--- src/rtl/touch_slider_gesture_control_defines.svh ---
// Assertion helpers used by the touch slider top-level file.
`ifndef TOUCH_SLIDER_GESTURE_CONTROL_DEFINES_SVH
`define TOUCH_SLIDER_GESTURE_CONTROL_DEFINES_SVH

// Same-cycle implication, disabled while reset is held.
`define TSGC_ASSERT_NOW(label, clk, rstn, ante, cons) \
    label: assert property (@(posedge clk) disable iff (!(rstn)) (ante) |-> (cons)) \
        else $error("touch slider check failed");

// Next-cycle implication, disabled while reset is held.
`define TSGC_ASSERT_NEXT(label, clk, rstn, ante, cons) \
    label: assert property (@(posedge clk) disable iff (!(rstn)) (ante) |=> (cons)) \
        else $error("touch slider check failed");

`endif

--- src/rtl/tsgc_pkg.sv ---
`default_nettype none
package tsgc_pkg;

    localparam int PAD_COUNT   = 7;
    localparam int SAMPLE_BITS = 10;
    localparam int RISE_BITS   = SAMPLE_BITS + 1;
    localparam int PAD_BITS    = 3;
    localparam int LEVEL_BITS  = 3;
    localparam int LINE_BITS   = 3;
    localparam int TIME_BITS   = 32;
    localparam int THRESH_BITS = 10;
    localparam int TIMEOUT_BITS = 16;
    localparam int CFG_INDEX_BITS = 2;
    localparam int CFG_DATA_BITS  = 16;

    localparam logic [CFG_INDEX_BITS-1:0] CFG_TOUCH_THRESHOLD = 2'd0;
    localparam logic [CFG_INDEX_BITS-1:0] CFG_TAP_TIMEOUT     = 2'd1;

    localparam logic KIND_CAL  = 1'b0;
    localparam logic KIND_OPER = 1'b1;

    localparam logic [THRESH_BITS-1:0]  THRESH_RESET  = 10'd8;
    localparam logic [TIMEOUT_BITS-1:0] TIMEOUT_RESET = 16'd500;
    localparam logic [PAD_BITS-1:0]     PREV_PAD_RESET = 3'd4;
    localparam logic [PAD_BITS-1:0]     NO_PAD = 3'd0;
    localparam logic [LEVEL_BITS-1:0]   LEVEL_DARK = 3'd0;
    localparam logic [LEVEL_BITS-1:0]   LEVEL_AUX  = 3'd7;

    typedef logic signed [RISE_BITS-1:0] rise_t;

    typedef struct packed {
        logic                 kind;
        logic [PAD_BITS-1:0]  pad;
        logic [TIME_BITS-1:0] now_ms;
    } step_t;

    typedef struct packed {
        logic [PAD_BITS-1:0]   touched_pad;
        logic                  tap_event;
        logic                  slide_event;
        logic                  power_state;
        logic [LEVEL_BITS-1:0] shown_level;
        logic [LINE_BITS-1:0]  pin_enable;
        logic [LINE_BITS-1:0]  pin_level;
        logic                  aux_led;
        logic                  status_led;
    } result_t;

    // Charlieplex line enables for each LED level.
    function automatic logic [LINE_BITS-1:0] line_enable(input logic [LEVEL_BITS-1:0] lv);
        logic [LINE_BITS-1:0] en;
        case (lv)
            3'd1, 3'd2: en = 3'b011;
            3'd3, 3'd4: en = 3'b110;
            3'd5, 3'd6: en = 3'b101;
            default:    en = 3'b000;
        endcase
        return en;
    endfunction

    // Driven levels of the enabled lines; released lines report low.
    function automatic logic [LINE_BITS-1:0] line_level(input logic [LEVEL_BITS-1:0] lv);
        logic [LINE_BITS-1:0] dv;
        case (lv)
            3'd1, 3'd4: dv = 3'b010;
            3'd2, 3'd6: dv = 3'b001;
            3'd3, 3'd5: dv = 3'b100;
            default:    dv = 3'b000;
        endcase
        return dv;
    endfunction

endpackage
`default_nettype wire

--- src/rtl/touch_slider_gesture_control.sv ---
// An accepted item is registered in the rise registers and then passes into the
// result register, whose contents stay valid until they are taken.
// Throughput: one item per cycle unless the result side stalls; the rise registers
// and the result register form a two-deep pipeline that holds its contents during a stall.
// Reset (aresetn low, synchronous) clears all pad baselines, sets the previous pad
// to four, lights on, level dark, threshold 8 and tap timeout 500 ms.
`default_nettype none
`include "touch_slider_gesture_control_defines.svh"
module touch_slider_gesture_control (
    input  wire logic                                 aclk,
    input  wire logic                                 aresetn,

    input  wire logic                                 cfg_valid,
    output logic                                      cfg_ready,
    input  wire logic [tsgc_pkg::CFG_INDEX_BITS-1:0]  cfg_index,
    input  wire logic [tsgc_pkg::CFG_DATA_BITS-1:0]   cfg_data,

    input  wire logic                                 s_valid,
    output logic                                      s_ready,
    input  wire logic                                 s_kind,
    input  wire logic [tsgc_pkg::SAMPLE_BITS-1:0]     s_pad_sample_1,
    input  wire logic [tsgc_pkg::SAMPLE_BITS-1:0]     s_pad_sample_2,
    input  wire logic [tsgc_pkg::SAMPLE_BITS-1:0]     s_pad_sample_3,
    input  wire logic [tsgc_pkg::SAMPLE_BITS-1:0]     s_pad_sample_4,
    input  wire logic [tsgc_pkg::SAMPLE_BITS-1:0]     s_pad_sample_5,
    input  wire logic [tsgc_pkg::SAMPLE_BITS-1:0]     s_pad_sample_6,
    input  wire logic [tsgc_pkg::SAMPLE_BITS-1:0]     s_pad_sample_7,
    input  wire logic [tsgc_pkg::TIME_BITS-1:0]       s_now_ms,

    output logic                                      m_valid,
    input  wire logic                                 m_ready,
    output logic [tsgc_pkg::PAD_BITS-1:0]             m_touched_pad,
    output logic                                      m_tap_event,
    output logic                                      m_slide_event,
    output logic                                      m_power_state,
    output logic [tsgc_pkg::LEVEL_BITS-1:0]           m_shown_level,
    output logic [tsgc_pkg::LINE_BITS-1:0]            m_pin_enable,
    output logic [tsgc_pkg::LINE_BITS-1:0]            m_pin_level,
    output logic                                      m_aux_led,
    output logic                                      m_status_led
);

    // Configuration registers. Writes are always taken; unknown indexes are ignored.
    logic [tsgc_pkg::THRESH_BITS-1:0]  threshold_reg, threshold_next;
    logic [tsgc_pkg::TIMEOUT_BITS-1:0] timeout_reg, timeout_next;

    // Pipeline control: stage one holds the lane rises, stage two the result.
    logic                            a_valid_reg, a_valid_next;
    logic                            a_kind_reg;
    logic [tsgc_pkg::TIME_BITS-1:0]  a_now_reg;
    logic                            m_valid_reg, m_valid_next;
    logic                            out_free;
    logic                            a_adv;
    logic                            s_accept;
    logic                            cal_en;

    logic [tsgc_pkg::SAMPLE_BITS-1:0] samples [tsgc_pkg::PAD_COUNT];
    tsgc_pkg::rise_t                  rises   [tsgc_pkg::PAD_COUNT];
    logic [tsgc_pkg::PAD_BITS-1:0]    cur_pad;
    tsgc_pkg::step_t                  step;
    tsgc_pkg::result_t                result;

    assign cfg_ready = 1'b1;

    always_comb begin
        threshold_next = threshold_reg;
        timeout_next   = timeout_reg;
        if (cfg_valid) begin
            case (cfg_index)
                tsgc_pkg::CFG_TOUCH_THRESHOLD:
                    threshold_next = cfg_data[tsgc_pkg::THRESH_BITS-1:0];
                tsgc_pkg::CFG_TAP_TIMEOUT:
                    timeout_next   = cfg_data[tsgc_pkg::TIMEOUT_BITS-1:0];
                default: ;
            endcase
        end
    end

    // The result register is free when empty or being taken this cycle, and the
    // rise stage is free when empty or moving on, so a full pipeline still takes
    // an item in every cycle the result side keeps up.
    assign out_free = !m_valid_reg || m_ready;
    assign a_adv    = a_valid_reg && out_free;
    assign s_ready  = !a_valid_reg || out_free;
    assign s_accept = s_valid && s_ready;
    assign cal_en   = s_accept && (s_kind == tsgc_pkg::KIND_CAL);

    always_comb begin
        a_valid_next = a_valid_reg;
        if (s_accept) begin
            a_valid_next = 1'b1;
        end else if (a_adv) begin
            a_valid_next = 1'b0;
        end
        m_valid_next = m_valid_reg;
        if (a_adv) begin
            m_valid_next = 1'b1;
        end else if (m_ready) begin
            m_valid_next = 1'b0;
        end
    end

    always_ff @(posedge aclk) begin
        if (!aresetn) begin
            threshold_reg <= tsgc_pkg::THRESH_RESET;
            timeout_reg   <= tsgc_pkg::TIMEOUT_RESET;
            a_valid_reg   <= 1'b0;
            m_valid_reg   <= 1'b0;
        end else begin
            threshold_reg <= threshold_next;
            timeout_reg   <= timeout_next;
            a_valid_reg   <= a_valid_next;
            m_valid_reg   <= m_valid_next;
        end
        if (s_accept) begin
            a_kind_reg <= s_kind;
            a_now_reg  <= s_now_ms;
        end
    end

    assign samples[0] = s_pad_sample_1;
    assign samples[1] = s_pad_sample_2;
    assign samples[2] = s_pad_sample_3;
    assign samples[3] = s_pad_sample_4;
    assign samples[4] = s_pad_sample_5;
    assign samples[5] = s_pad_sample_6;
    assign samples[6] = s_pad_sample_7;

    // One lane per pad. A calibration item updates the baselines as it is taken,
    // so the next item already sees them.
    for (genvar g = 0; g < tsgc_pkg::PAD_COUNT; g++) begin : g_lane
        tsgc_lane u_lane (
            .aclk    (aclk),
            .aresetn (aresetn),
            .load_en (s_accept),
            .cal_en  (cal_en),
            .sample  (samples[g]),
            .rise    (rises[g])
        );
    end

    tsgc_merge u_merge (
        .rises     (rises),
        .threshold (threshold_reg),
        .pad       (cur_pad)
    );

    assign step.kind   = a_kind_reg;
    assign step.pad    = cur_pad;
    assign step.now_ms = a_now_reg;

    // Gesture state only moves when an item passes into the result register.
    tsgc_gesture u_gesture (
        .aclk    (aclk),
        .aresetn (aresetn),
        .step_en (a_adv),
        .step    (step),
        .timeout (timeout_reg),
        .result  (result)
    );

    assign m_valid       = m_valid_reg;
    assign m_touched_pad = result.touched_pad;
    assign m_tap_event   = result.tap_event;
    assign m_slide_event = result.slide_event;
    assign m_power_state = result.power_state;
    assign m_shown_level = result.shown_level;
    assign m_pin_enable  = result.pin_enable;
    assign m_pin_level   = result.pin_level;
    assign m_aux_led     = result.aux_led;
    assign m_status_led  = result.status_led;

    // The indicator always mirrors the power state.
    `TSGC_ASSERT_NOW(a_status_mirrors_power, aclk, aresetn, m_valid, m_status_led == !m_power_state)
    // A slide disarms the tap timer, so both can never be reported together.
    `TSGC_ASSERT_NOW(a_no_tap_with_slide, aclk, aresetn, m_valid, !(m_tap_event && m_slide_event))
    // With power off every line is released.
    `TSGC_ASSERT_NOW(a_dark_when_off, aclk, aresetn, m_valid && !m_power_state,
        m_shown_level == tsgc_pkg::LEVEL_DARK && m_pin_enable == '0)
    // A rise stage item blocked by a full result register is kept, not dropped.
    `TSGC_ASSERT_NEXT(a_stage_holds, aclk, aresetn, a_valid_reg && !out_free, a_valid_reg)

endmodule
`default_nettype wire

--- src/rtl/tsgc_lane.sv ---
`default_nettype none
// One pad: keeps the baseline and registers the baseline-corrected rise.
module tsgc_lane (
    input  wire logic                              aclk,
    input  wire logic                              aresetn,
    input  wire logic                              load_en,
    input  wire logic                              cal_en,
    input  wire logic [tsgc_pkg::SAMPLE_BITS-1:0]  sample,
    output tsgc_pkg::rise_t                        rise
);

    logic [tsgc_pkg::SAMPLE_BITS-1:0] baseline_reg;
    logic [tsgc_pkg::SAMPLE_BITS-1:0] baseline_next;
    tsgc_pkg::rise_t                  rise_reg;
    tsgc_pkg::rise_t                  rise_next;

    always_comb begin
        baseline_next = baseline_reg;
        if (cal_en && (sample > baseline_reg)) begin
            baseline_next = sample;
        end
        rise_next = $signed({1'b0, sample}) - $signed({1'b0, baseline_reg});
    end

    always_ff @(posedge aclk) begin
        if (!aresetn) begin
            baseline_reg <= '0;
        end else begin
            baseline_reg <= baseline_next;
        end
        if (load_en) begin
            rise_reg <= rise_next;
        end
    end

    assign rise = rise_reg;

endmodule
`default_nettype wire

--- src/rtl/tsgc_merge.sv ---
`default_nettype none
// Picks the pad with the highest rise above the threshold; ties go to the earlier pad.
module tsgc_merge (
    input  wire tsgc_pkg::rise_t                   rises [tsgc_pkg::PAD_COUNT],
    input  wire logic [tsgc_pkg::THRESH_BITS-1:0]  threshold,
    output logic [tsgc_pkg::PAD_BITS-1:0]          pad
);

    tsgc_pkg::rise_t                best;
    logic [tsgc_pkg::PAD_BITS-1:0]  cur;

    always_comb begin
        best = $signed({1'b0, threshold});
        cur  = tsgc_pkg::NO_PAD;
        for (int i = 0; i < tsgc_pkg::PAD_COUNT; i++) begin
            if (rises[i] > best) begin
                best = rises[i];
                cur  = tsgc_pkg::PAD_BITS'(i + 1);
            end
        end
        pad = cur;
    end

endmodule
`default_nettype wire

--- src/rtl/tsgc_gesture.sv ---
`default_nettype none
// Slide and tap recognition, power and level state, and the result register.
module tsgc_gesture (
    input  wire logic                               aclk,
    input  wire logic                               aresetn,
    input  wire logic                               step_en,
    input  wire tsgc_pkg::step_t                    step,
    input  wire logic [tsgc_pkg::TIMEOUT_BITS-1:0]  timeout,
    output tsgc_pkg::result_t                       result
);

    logic [tsgc_pkg::PAD_BITS-1:0]   prev_pad_reg, prev_pad_next;
    logic                            armed_reg, armed_next;
    logic [tsgc_pkg::TIME_BITS-1:0]  start_reg, start_next;
    logic                            lights_reg, lights_next;
    logic [tsgc_pkg::LEVEL_BITS-1:0] remembered_reg, remembered_next;
    logic [tsgc_pkg::LEVEL_BITS-1:0] driven_reg, driven_next;
    logic                            indicator_reg, indicator_next;
    tsgc_pkg::result_t               result_reg, result_next;
    logic                            tap, slide;
    logic [tsgc_pkg::TIME_BITS-1:0]  elapsed;

    always_comb begin
        prev_pad_next   = prev_pad_reg;
        armed_next      = armed_reg;
        start_next      = start_reg;
        lights_next     = lights_reg;
        remembered_next = remembered_reg;
        driven_next     = driven_reg;
        indicator_next  = indicator_reg;
        tap             = 1'b0;
        slide           = 1'b0;
        elapsed         = '0;

        if (step.kind == tsgc_pkg::KIND_OPER) begin
            prev_pad_next = step.pad;
            slide = (prev_pad_reg != tsgc_pkg::NO_PAD) && (step.pad != tsgc_pkg::NO_PAD)
                    && (prev_pad_reg != step.pad);
            if (slide) begin
                armed_next = 1'b0;
            end
            // A new touch arms the tap timer from this frame's time.
            if ((prev_pad_reg == tsgc_pkg::NO_PAD) && (step.pad != tsgc_pkg::NO_PAD)) begin
                armed_next = 1'b1;
                start_next = step.now_ms;
            end
            elapsed = step.now_ms - start_next;
            if (armed_next && ((step.pad == tsgc_pkg::NO_PAD)
                    || (elapsed > {{(tsgc_pkg::TIME_BITS - tsgc_pkg::TIMEOUT_BITS){1'b0}},
                                   timeout}))) begin
                tap        = 1'b1;
                armed_next = 1'b0;
            end

            if (tap && lights_reg) begin
                lights_next    = 1'b0;
                indicator_next = 1'b1;
                driven_next    = tsgc_pkg::LEVEL_DARK;
            end else if ((tap || slide) && !lights_reg) begin
                lights_next    = 1'b1;
                indicator_next = 1'b0;
                driven_next    = remembered_reg;
            end
            if (slide) begin
                remembered_next = step.pad;
                driven_next     = step.pad;
            end
        end

        result_next.touched_pad = (step.kind == tsgc_pkg::KIND_OPER) ? step.pad
                                                                     : tsgc_pkg::NO_PAD;
        result_next.tap_event   = tap;
        result_next.slide_event = slide;
        result_next.power_state = lights_next;
        result_next.shown_level = driven_next;
        result_next.pin_enable  = tsgc_pkg::line_enable(driven_next);
        result_next.pin_level   = tsgc_pkg::line_level(driven_next);
        result_next.aux_led     = (driven_next == tsgc_pkg::LEVEL_AUX);
        result_next.status_led  = indicator_next;
    end

    always_ff @(posedge aclk) begin
        if (!aresetn) begin
            prev_pad_reg   <= tsgc_pkg::PREV_PAD_RESET;
            armed_reg      <= 1'b0;
            start_reg      <= '0;
            lights_reg     <= 1'b1;
            remembered_reg <= tsgc_pkg::LEVEL_DARK;
            driven_reg     <= tsgc_pkg::LEVEL_DARK;
            indicator_reg  <= 1'b0;
        end else if (step_en) begin
            prev_pad_reg   <= prev_pad_next;
            armed_reg      <= armed_next;
            start_reg      <= start_next;
            lights_reg     <= lights_next;
            remembered_reg <= remembered_next;
            driven_reg     <= driven_next;
            indicator_reg  <= indicator_next;
        end
        if (step_en) begin
            result_reg <= result_next;
        end
    end

    assign result = result_reg;

endmodule
`default_nettype wire
--- config.mk ---
export PLATFORM = sky130hd
export DESIGN_NAME = touch_slider_gesture_control
export DESIGN_NICKNAME = d
export VERILOG_FILES = /design/src/rtl/tsgc_pkg.sv /design/src/rtl/touch_slider_gesture_control.sv /design/src/rtl/tsgc_lane.sv /design/src/rtl/tsgc_merge.sv /design/src/rtl/tsgc_gesture.sv
export VERILOG_INCLUDE_DIRS = /design/src /design/src/rtl
export SDC_FILE = /design/constraint.sdc
export NUM_CORES = 1
export LEC_CHECK = 0
export BUFFER_PORTS_ARGS = -buffer_cell sky130_fd_sc_hd__clkbuf_2
export CORE_AREA = 10 10 249 251
export DETAILED_ROUTE_END_ITERATION = 10
export DIE_AREA = 0 0 259 261
export PLACE_DENSITY = 0.61
export SYNTH_ARGS = -nofsm -noshare
export SYNTH_HDL_FRONTEND = slang
export SYNTH_HIERARCHICAL = 1
export SYNTH_SLANG_ARGS = --single-unit
--- constraint.sdc ---
create_clock -name aclk -period 20.8 [get_ports aclk]
set_clock_uncertainty 0.05 [all_clocks]
set_input_delay 2.08 -clock aclk [delete_from_list [all_inputs] [get_ports aclk]]
set_output_delay 2.08 -clock aclk [all_outputs]
set_load 0.01 [all_outputs]
# Word-level counts from Yosys, hierarchy flattened

Index checks and enable logic that the tools add are counted.

Register bits after elaboration: 269
Bits of input ports: 126
Output and inout port bits: 20
Word-level logic and storage cells: 146

Add/sub/neg operators: 8
$lt $le $gt $ge: 15
Eq/ne operators: 9
Mux-type cells: 37
Bitwise operators: 1
Reduce and logical (&&, ||, !) cells: 40

Operators by type and width:

| cell                                                 | count |
|---|---|
| > comparator 11 bit                                  | 7 |
| subtractor 10 x 10 -> 11 bit                         | 7 |
| > comparator 10 bit                                  | 7 |
| 2-to-1 mux 11 bit                                    | 6 |
| 2-to-1 mux 32 bit                                    | 2 |
| > comparator 32 x 16 -> 1 bit                        | 1 |
| subtractor 32 bit                                    | 1 |
| 2-to-1 mux 3 bit                                     | 8 |
| case mux 3 bit (3 select lines)                      | 2 |
| 2-to-1 mux 1 bit                                     | 17 |
| logical AND 1 bit                                    | 16 |
| equality test 3 bit (second input constant)          | 4 |
| OR reduction 2 bit                                   | 6 |
| equality test 3 x 2 -> 1 bit (second input constant) | 2 |
| logical NOT 3 bit                                    | 2 |
| AND reduction 2 bit                                  | 3 |
| nonzero test 3 bit                                   | 2 |
| logical OR 1 bit                                     | 4 |
| 2-to-1 mux 2 bit                                     | 2 |
| nonzero test 2 bit                                   | 2 |
| equality test 3 x 1 -> 1 bit (second input constant) | 1 |
| logical NOT 1 bit                                    | 3 |
| != test 3 bit                                        | 1 |
| AND reduction 3 bit                                  | 1 |
| other kinds (3)                                      | 3 |

# Logic depth before layout (Yosys ltp)

Gate-level depths: netlist (run 1).

Depth in word-level cells: 33
Gate-level depth with buffers: 108
Depth with buffers taken out: 95

# Cells and area by module

Netlist (run 1), hierarchy kept.

By module, submodules not included:

| module                       | instances | cells an instance | area an instance (µm²) | seq. area each (µm²) |
|---|---|---|---|---|
| tsgc_lane                    | 7         | 124               | 1227.4                 | 530.5 |
| tsgc_gesture                 | 1         | 739               | 5924.4                 | 1391.3 |
| tsgc_merge                   | 1         | 407               | 3079.2                 | 0.0 |
| touch_slider_gesture_control | 1         | 158               | 2179.6                 | 1551.5 |

# Worst setup path before layout (run 1)

Ideal clock, no wire load.

Path type: register -> register
Start point: reg g_lane[0].u_lane.rise_reg[6]
End point: reg u_gesture.result_reg (netlist bit u_gesture/result[6]), data pin
Setup time: 0.260 ns
Arrival time: 19.503 ns
Data required time: 20.490 ns
Slack: 0.987 ns
Stages on the path, launching flop included: 107
Buffers on the path: 15
Period minus slack after synthesis: 19.813 ns
Path through: edfxtp_1 ha_1 nand4_1 a21o_1 a21o_1 a211oi_1 buf_4 mux2i_1 ha_1 a21o_1 a2111oi_4 o2111a_1 or3_4 clkbuf_1 clkbuf_1 nand2_1 o21ai_0 ha_1 (+71 left out) a21oi_1 a221oi_1 ha_1 a21oi_1 nor2_1 a2111oi_0 o21ai_0 o21ai_0 nand4_1 nor4_2 nand4_2 and3_1 buf_6 nand2b_4 o221a_1 ha_1 or3_1 mux2_4

RTL lines:

| what                     | line                | source |
|---|---|---|
| start: declaration       | tsgc_lane.sv:14     | `tsgc_pkg::rise_t rise_reg;` |
| start signal: assignment | tsgc_lane.sv:32     | `rise_reg <= rise_next;` |
| end signal: assignment   | tsgc_gesture.sv:101 | `result_reg <= result_next;` |
| end: declaration         | tsgc_gesture.sv:19  | `tsgc_pkg::result_t result_reg, result_next;` |

==> results of run 1 <==
[cell type report]
| type | instances | area (sq um) |
|---|---|---|
| inverters | 171 | 641.9 |
| clock buffers | 48 | 997.2 |
| clock inverters | 20 | 157.7 |
| well taps | 765 | 957.2 |
| fillers | 5697 | 34670 |
| multi-input cells | 1634 | 12120 |
| repair buffers | 173 | 944.7 |
| flip-flops and latches | 269 | 6656 |
[synth_stat cells (15+ instances only)]
cell type / number / area share (%)
o21a_1: 39 / 1.5
o211ai_1: 21 / 0.80
nor2b_1: 19 / 0.60
a211oi_1: 28 / 1.1
a21boi_0: 30 / 1.1
o31ai_1: 17 / 0.65
o211a_1: 15 / 0.76
o21ai_0: 74 / 1.9
a21o_1: 38 / 1.4
and3_1: 27 / 0.85
nor2_1: 72 / 1.4
or3_1: 18 / 0.57
edfxtp_1: 127 / 19
ha_1: 191 / 12
dfxtp_1: 142 / 14
nand2b_1: 19 / 0.60
a211o_1: 19 / 0.84
nand3_1: 39 / 0.99
nand4_1: 37 / 1.2
clkbuf_1: 55 / 1.0
mux2i_1: 125 / 6.3
inv_1: 171 / 3.2
xor2_1: 19 / 0.84
a21oi_1: 115 / 2.9
nor3_1: 30 / 0.76
xnor2_1: 52 / 2.3
nand2_1: 339 / 6.4
[critical path: cells and delay by family, from the launching register on]
family | cells | cell delay [ns]
and+or+nand+nor | 23 | 3.94
muxes | 3 | 0.68
buffers and inverters | 6 | 1.16
DFF | 1 | 0.40
AOI/OAI and AO/OA | 50 | 9.70
adders and majority gates | 12 | 3.71
[per-stage QoR]
stage                     total power, mW  setup WS (ns)  utilization, %  hold WS [ns]  instances
after floorplan                     1.707         0.9867               -        0.3847       2172
after global placement              2.027         0.1471           36.94        0.3924       3002
after detailed placement            2.054        -0.2393           36.94        0.3975       3002
after CTS                           2.690         0.1108           38.98        0.4069       3070
after global routing                2.948       -0.06531           39.32        0.4197       3080
final                               2.741         0.9369           39.32        0.4041       3080
[cell usage in the layout (no fill, tap or decap), drive strengths merged, types with 73 or more instances in the layout]
| master | synthesis | routed |
|---|---|---|
| o21ai | 81 | 81 |
| mux2i | 125 | 125 |
| dfxtp | 142 | 142 |
| inv | 171 | 174 |
| a21oi | 125 | 125 |
| edfxtp | 127 | 127 |
| nand2 | 341 | 341 |
| ha | 191 | 191 |
| clkbuf | 62 | 191 |
| nor2 | 73 | 73 |
[final timing paths]
check	start	to	slack, ns	cells after the start
setup reg to reg	g_lane[0].u_lane/rise[6]	u_gesture/result[6]	0.94	94
hold / removal	timeout_reg[9]	timeout_reg[9]	0.40	2
setup / recovery	g_lane[0].u_lane/rise[6]	u_gesture/result[6]	0.94	94
hold reg to reg	timeout_reg[9]	timeout_reg[9]	0.40	2
[kinds of logic (layout without fill, tap and decap cells)]
kind of cell | count (synthesis) | count (layout) | share of synthesized area [%]
buffers and inverters | 270 | 412 | 5.910
adder cells (fa/ha/maj) | 202 | 202 | 13.06
AND/OR/NAND/NOR | 683 | 684 | 16.98
AO/OA/AOI/OAI | 540 | 540 | 20.22
multiplexers | 135 | 135 | 6.991
XOR/XNOR | 71 | 71 | 3.145
other | 2 | 2 | 0.03798
flip-flops | 269 | 269 | 33.66
[metal layers]
layer	wire [um]	up-vias	share of wire, %	global-route usage [%]
li1	-	8120	-	-
met1	23340	7590	45	18.70
met5	0	-	0	0
met3	1920	78	3.7	1.954
met2	24890	287	48	25.45
met4	1224	0	2.4	4.689
[power groups by stage]
stage | Sequential (mW) | Combinational [mW] | Clock [mW]
after floorplan | 0.668 | 1.04 | 0
after global placement | 0.674 | 1.35 | 0
after detailed placement | 0.674 | 1.38 | 0
after CTS | 0.663 | 1.39 | 0.636
after global routing | 0.669 | 1.62 | 0.657
final | 0.663 | 1.47 | 0.611
[what timing repair did]
action                     in CTS  in global routing
gates resized for setup         4                 26
setup endpoints to repair       3                 18
pin swaps                       0                  6
cloned                          0                  1
buffers inserted                0                  9
==> impl_metrics.tcl, run 1 <==
set metrics [dict create \
    ys_ff_latch 269 \
    clockRootBuffer "clkbuf_16" \
    end_kind "flop" \
    syn_avg_cell_area_sq_um 9.105 \
    finalSetupViolations 0 \
    synth_area_sq_um 19780 \
    drt_iter0_markers 944 \
    critPathKind "flop to flop" \
    swShare_pct 41.11 \
    placed_cell_area_sq_um 21110 \
    grt_max_degree 85 \
    synth_async_sr_flop_share_pct 0 \
    status "complete, no violations" \
    drc 0 \
    dieHeight_um 261 \
    start_util_pct 34.61 \
    p_seq_share_pct 24.2 \
    hold_viol 0 \
    cts_tree "built" \
    synth.net_count 2497 \
    post-route-period-util_pct 95.50 \
    io_pins 146 \
    first_global_vias 15640 \
    dieArea_sq_um 67600 \
    htreeDepth 2 \
    grt_pass1_wl_mm 81.94 \
    cts_max_path_buffers 3 \
    comb_power_share_pct 53.5 \
    ir_drop_mv 0.08588 \
    final_layout_size_suffix_gt1_share_pct 14.90 \
    synth-main-ff-cell "dfxtp_1" \
    yosysSeqAreaShare_pct 33.66 \
    avgViaCountPerCell 5.219 \
    synth.distinct_cells 115 \
    globalRouteOverflowTotal 0 \
    cp.required_ns 21.07 \
    coreArea_sq_um 57140 \
    maxSlewViolCount 0 \
    crit_top_cell "o21a_1" \
    area_delta_synth_final_pct 13.64 \
    postCtsHoldBufs 0 \
    chipWidth_um 259 \
    cp-start-kind "flop" \
    first_pass_iters 7 \
    antenna_left 0 \
    io_buffers 144 \
    clk_latency_ns 0.57 \
    clkTransAtPathRegs_ns 0.06 \
    cts_sinks 269 \
    cpPeakStageDelay_ns 0.41 \
    min_period_ns 19.86 \
    row_count 88 \
    yosys_warnings 6 \
    cts_buffers 37 \
    dp_hpwl_mm 39.42 \
    cp_max_fo 17 \
    syn_inst 2172 \
    min_path_type "flop to flop" \
    max_freq_ghz 0.05034 \
    postRouteWirelength_mm 51.38 \
    routabilityCongestion 0.8808 \
    n_antenna_cell 0 \
    p_int_mw 1.614 \
    setup_tns_ns 0 \
    largest_reg_flops 77 \
    powerDensity_nw_per_um2 122.0 \
    synth-edff-count 127 \
    clkPwrFrac_pct 22.3 \
    power_leakage_nw 8.902 \
    nNetsFinal 2611 \
    worstPathArrival_ns 20.13 \
    gr-usage-all-layers_pct 14.71 \
    wl_per_cell_um 16.68 \
    power_switching_mw 1.127 \
    max-cap-violations 0 \
    antenna_found_initial 2 \
    slew_headroom_pct 33.31 \
    max_slew.worst_pin.slew_ns 0.9979 \
    final_area_sq_um 22470 \
    cpMaxStageDelayCell "ha_2" \
    vias 16080 \
]
(Power assumes the default switching activity.)
==> inputs of run 2 (changes only) <==
--- a/config.mk
+++ b/config.mk
@@ -7,9 +7,9 @@
 export NUM_CORES = 1
 export LEC_CHECK = 0
 export BUFFER_PORTS_ARGS = -buffer_cell sky130_fd_sc_hd__clkbuf_2
-export CORE_AREA = 10 10 249 251
+export CORE_AREA = 2 2 241 243
 export DETAILED_ROUTE_END_ITERATION = 10
-export DIE_AREA = 0 0 259 261
+export DIE_AREA = 0 0 243 245
 export PLACE_DENSITY = 0.61
 export SYNTH_ARGS = -nofsm -noshare
 export SYNTH_HDL_FRONTEND = slang
==> impl_metrics.tcl, run 2 (synthesis gave the netlist of run 1 again) <==
set metrics [dict create \
    globalRouteOverflowTotal 0 \
    cts_max_path_buffers 3 \
    drc 0 \
    dp_hpwl_mm 38.57 \
    postCtsHoldBufs 0 \
    hold_viol 0 \
    place_inst 2998 \
    antenna_found_initial 2 \
    max-cap-violations 0 \
    drt_iter0_markers 981 \
    n_antenna_cell 0 \
    cp_max_fo 34 \
    cts_buffers 37 \
    clk_latency_ns 0.56 \
    crit_top_cell "o21a_1" \
    max_slew.worst_pin.slew_ns 1.075 \
    p_total_mw 2.727 \
    clkTransAtPathRegs_ns 0.06 \
    final_area_sq_um 22510 \
    antenna_left 0 \
    dieHeight_um 245 \
    fin_cells 3073 \
    chipWidth_um 243 \
    end_kind "flop" \
    cts_tree "built" \
    gr-usage-all-layers_pct 16.48 \
    setup_tns_ns 0 \
    mostFrequentLayoutCell "nand2_1" \
    powerDensity_nw_per_um2 121.2 \
    utilization_pct 39.46 \
    cpMaxStageDelayCell "or3_4" \
    routabilityCongestion 0.8954 \
    largest_reg_flops 77 \
    final_layout_size_suffix_gt1_share_pct 15.03 \
    avgViaCountPerCell 5.257 \
    grt_max_degree 117 \
    wl_per_cell_um 16.29 \
    vias 16160 \
    placed_cell_area_sq_um 21080 \
    dp_slack_ns -0.2745 \
    multiInputGateArea_sq_um 12120 \
    min_period_ns 19.85 \
    worstPathArrival_ns 20.10 \
    first_global_vias 15900 \
    io_buffers 144 \
    grt_pass1_wl_mm 80.32 \
    nNetsFinal 2604 \
    most-common-layout-cells "nand2_1 (339), ha_1 (188), inv_1 (171)" \
    min_path_type "flop to flop" \
    max_freq_ghz 0.05039 \
    area_delta_synth_final_pct 13.82 \
    critPathKind "flop to flop" \
    start_util_pct 34.67 \
    ir_drop_mv 0.08220 \
    cp.required_ns 21.05 \
    postRouteWirelength_mm 50.06 \
    seq_area_sq_um 6656 \
    row_count 88 \
    htreeDepth 2 \
    coreArea_sq_um 57030 \
    fin_ws_ns 0.9546 \
    status "complete, no violations" \
    power_leakage_nw 8.918 \
    dieArea_sq_um 59540 \
    cp-start-kind "flop" \
    maxSlewViolCount 0 \
    cpPeakStageDelay_ns 0.50 \
    clockRootBuffer "clkbuf_16" \
    post-route-period-util_pct 95.41 \
    whs_ns 0.4038 \
    cts_sinks 269 \
    finalSetupViolations 0 \
    slew_headroom_pct 28.36 \
    fillCellCount 5772 \
    io_pins 146 \
    first_pass_iters 6 \
]
-- run 2: cell type report --
cell class | instances | share of cell area (%)
multi-input cells | 1633 | 53.87
flip-flops and latches | 269 | 29.57
well taps | 765 | 4.253
clock buffers | 41 | 4.225
repair buffers | 167 | 3.997
inverters | 171 | 2.852
clock inverters | 27 | 1.234
-- run 2: worst paths after layout --
kind                            cells after the start  slack (ns)                               end                             start
worst min register to register                      2        0.40  g_lane[3].u_lane/baseline_reg[6]  g_lane[3].u_lane/baseline_reg[6]
worst max-delay path                               91        0.95               u_gesture/result[6]          g_lane[0].u_lane/rise[6]
worst min-delay path                                2        0.40  g_lane[3].u_lane/baseline_reg[6]  g_lane[3].u_lane/baseline_reg[6]
worst max register to register                     91        0.95               u_gesture/result[6]          g_lane[0].u_lane/rise[6]
-- run 2: repair_timing --
item	4_1_cts	5_1_grt
pin swaps	0	9
resized for setup	3	30
buffers inserted	0	7
endpoints found under the setup margin	3	18
-- run 2: metal layers --
metal	vias up	routed length, um	GRT usage [%]
met3	74	2204	2.526
met2	365	24140	28.87
met5	-	0	0
li1	8086	-	-
met4	0	1222	4.890
met1	7630	22480	20.88
-- run 2: power breakdown --
part	total (mW)	internal, mW	switching, mW
sequential	0.663	0.630	0.0326
clock	0.640	0.384	0.255
combinational	1.42	0.612	0.813
total	2.73	1.63	1.10
-- run 2: critical path, delay by kind of cell, from the launching register on --
| family | cells | cell delay, ns |
|---|---|---|
| buffers and inverters | 5 | 1.04 |
| AO/OA/AOI/OAI | 46 | 9.13 |
| adder cells (fa/ha/maj) | 11 | 3.44 |
| XOR/XNOR | 1 | 0.26 |
| flip-flops | 1 | 0.40 |
| multiplexers | 3 | 0.90 |
| AND/OR/NAND/NOR | 25 | 4.37 |
==> inputs of run 3 (changes only) <==
--- a/config.mk
+++ b/config.mk
@@ -7,10 +7,10 @@
 export NUM_CORES = 1
 export LEC_CHECK = 0
 export BUFFER_PORTS_ARGS = -buffer_cell sky130_fd_sc_hd__clkbuf_2
-export CORE_AREA = 2 2 241 243
+export CORE_AREA = 2 2 191 193
 export DETAILED_ROUTE_END_ITERATION = 10
-export DIE_AREA = 0 0 243 245
-export PLACE_DENSITY = 0.61
+export DIE_AREA = 0 0 193 195
+export PLACE_DENSITY = 0.86
 export SYNTH_ARGS = -nofsm -noshare
 export SYNTH_HDL_FRONTEND = slang
 export SYNTH_HIERARCHICAL = 1
==> impl_metrics.tcl, run 3 (synthesis gave the netlist of run 1 again) <==
set metrics [dict create \
    cts_max_path_buffers 3 \
    clkTransAtPathRegs_ns 0.06 \
    cts_buffers 34 \
    power_switching_mw 1.119 \
    whs_endpoint "g_lane[1].u_lane/baseline_reg[3]" \
    min_path_type "flop to flop" \
    reg2reg_slack_ns 0.84 \
    multiInputGateArea_sq_um 12150 \
    placed_cell_area_sq_um 20680 \
    worstPathArrival_ns 20.20 \
    ir_drop_mv 0.1104 \
    nNetsFinal 2599 \
    grt_pass1_wl_mm 75.94 \
    worstReg2RegStart "g_lane[0].u_lane/rise[4]" \
    dieArea_sq_um 37640 \
    antenna_found_initial 2 \
    io_buffers 144 \
    seq_area_sq_um 6656 \
    comb_power_share_pct 54.0 \
    powerDensity_nw_per_um2 124.1 \
    cp.required_ns 21.04 \
    drt_iter0_markers 865 \
    io_pins 146 \
    max-cap-violations 0 \
    routabilityCongestion 0.9605 \
    dp_hpwl_mm 35.45 \
    finalSetupViolations 0 \
    status "complete, no violations" \
    clk_latency_ns 0.56 \
    cpMaxStageDelayCell "or3_2" \
    hold_viol 0 \
    clockRootBuffer "clkbuf_16" \
    clkPwrFrac_pct 21.9 \
    postCtsHoldBufs 0 \
    grt_max_degree 129 \
    cpPeakStageDelay_ns 0.63 \
    max_slew.worst_pin.slew_ns 1.039 \
    crit_top_cell "o21a_1" \
    first_global_vias 15970 \
    slew_headroom_pct 30.76 \
    antenna_left 0 \
    power_leakage_nw 8.860 \
    postRouteWirelength_mm 47.12 \
    p_int_mw 1.616 \
    critPathKind "flop to flop" \
    avgViaCountPerCell 5.980 \
    largest_reg_flops 77 \
    r2r-end "u_gesture/result[6]" \
    hold_start "g_lane[1].u_lane/baseline_reg[3]" \
    fillCellCount 2857 \
    worstHoldPathCells 2 \
    mostFrequentLayoutCell "nand2_1" \
    fin_cells 2762 \
    htreeDepth 2 \
    cts_sinks 269 \
    chipWidth_um 193 \
    cts_tree "built" \
    min_period_ns 19.96 \
    post-route-period-util_pct 95.95 \
    dieHeight_um 195 \
    most-common-layout-cells "nand2_1 (339), ha_1 (189), inv_1 (171)" \
    end_kind "flop" \
    drc 0 \
    row_count 69 \
    vias 16520 \
    place_inst 2691 \
    start_util_pct 55.87 \
    first_pass_iters 5 \
    final_area_sq_um 22050 \
    final_layout_size_suffix_gt1_share_pct 14.87 \
    reg2reg_depth 90 \
    gr-usage-all-layers_pct 24.62 \
    max_freq_ghz 0.05011 \
    p_seq_share_pct 24.2 \
    globalRouteOverflowTotal 0 \
    cp-start-kind "flop" \
    maxSlewViolCount 0 \
    cp_max_fo 34 \
    coreArea_sq_um 35400 \
    wl_per_cell_um 17.06 \
    swShare_pct 40.91 \
    area_delta_synth_final_pct 11.48 \
]
-- run 3: changes by cell type in the layout (fill, tap and decap cells not counted), moves of 2 or more --
cell / previous run / this run
clkinv_2: 6 / 4
mux2i_2: 4 / 2
clkbuf_8: 1 / 5
mux2i_1: 121 / 123
o21ai_0: 73 / 71
clkbuf_16: 37 / 35
buf_4: 23 / 20
bufinv_16: 4 / 2
clkinv_1: 5 / 3
-- run 3: timing repair --
| item | 4_1_cts | 5_1_grt |
|---|---|---|
| endpoints found under the setup margin | 3 | 19 |
| gates resized for setup | 4 | 32 |
| pin swaps | 0 | 6 |
| cloned | 0 | 1 |
| setup buffers | 0 | 7 |
-- run 3: cell type report --
class                      count  share of cell area [%]
multi-input combinational   1634                   55.11
clock buffer                  43                   4.336
sequential                   269                   30.19
clock inverter                19                  0.8456
tap                          461                   2.616
antenna                        1                 0.01135
timing repair buffer         164                   3.978
inverter                     171                   2.911
-- run 3: worst max-delay path: cells and delay by family, from the launching register on --
kind / cells / cell delay [ns]
fa+ha+maj: 11 / 3.36
simple gates: 24 / 4.51
flops: 1 / 0.42
compound gates: 46 / 9.14
mux: 3 / 0.85
buf+inv: 5 / 1.04
xor+xnor: 1 / 0.28
-- run 3: worst max path at each step --
stage / startpoint / endpoint / slack [ns] / depth (start not counted)
finish: g_lane[0].u_lane/rise[4] / u_gesture/result[6] / 0.84 / 90
CTS: g_lane[0].u_lane/rise[6] / u_gesture/result[6] / 0.03 / 92
floorplan: g_lane[0].u_lane/rise[6] / u_gesture/result[6] / 0.99 / 106
global route: g_lane[0].u_lane/rise[4] / u_gesture/result[6] / -0.23 / 93
detailed placement: g_lane[0].u_lane/rise[6] / u_gesture/result[6] / -0.25 / 93
global placement: g_lane[0].u_lane/rise[6] / u_gesture/result[6] / 0.47 / 93
-- run 3: metal layers --
layer  up-vias  share of wire, %  global-route usage, %
li1       8096                 -                      -
met1      7778                43                  31.49
met2       527                48                  41.64
met3       117               5.4                  3.720
met4         0               3.5                  9.652
met5         -                 0                      0
-- run 3: power groups by stage --
stage               registers, mW  clock network (mW)  logic [mW]
global route                0.667               0.634        1.61
CTS                         0.662               0.612        1.37
floorplan                   0.668                   0        1.04
global placement            0.672                   0        1.31
detailed placement          0.672                   0        1.36
finish                      0.662               0.598        1.48
-- run 3: per-stage QoR --
| stage | hold slack, ns | setup slack, ns | utilization (%) | TNS [ns] | total power [mW] |
|---|---|---|---|---|---|
| 6_report | 0.4060 | 0.8427 | 62.28 | 0 | 2.735 |
| 5_1_grt | 0.4223 | -0.2289 | 62.28 | -0.4245 | 2.913 |
| 4_1_cts | 0.4081 | 0.03416 | 61.69 | 0 | 2.648 |
| 3_5_place_dp | 0.3979 | -0.2547 | 58.42 | -0.4816 | 2.033 |
| 3_3_place_gp | 0.3923 | 0.4742 | 58.42 | 0 | 1.982 |
| 2_1_floorplan | 0.3847 | 0.9867 | - | 0 | 1.707 |
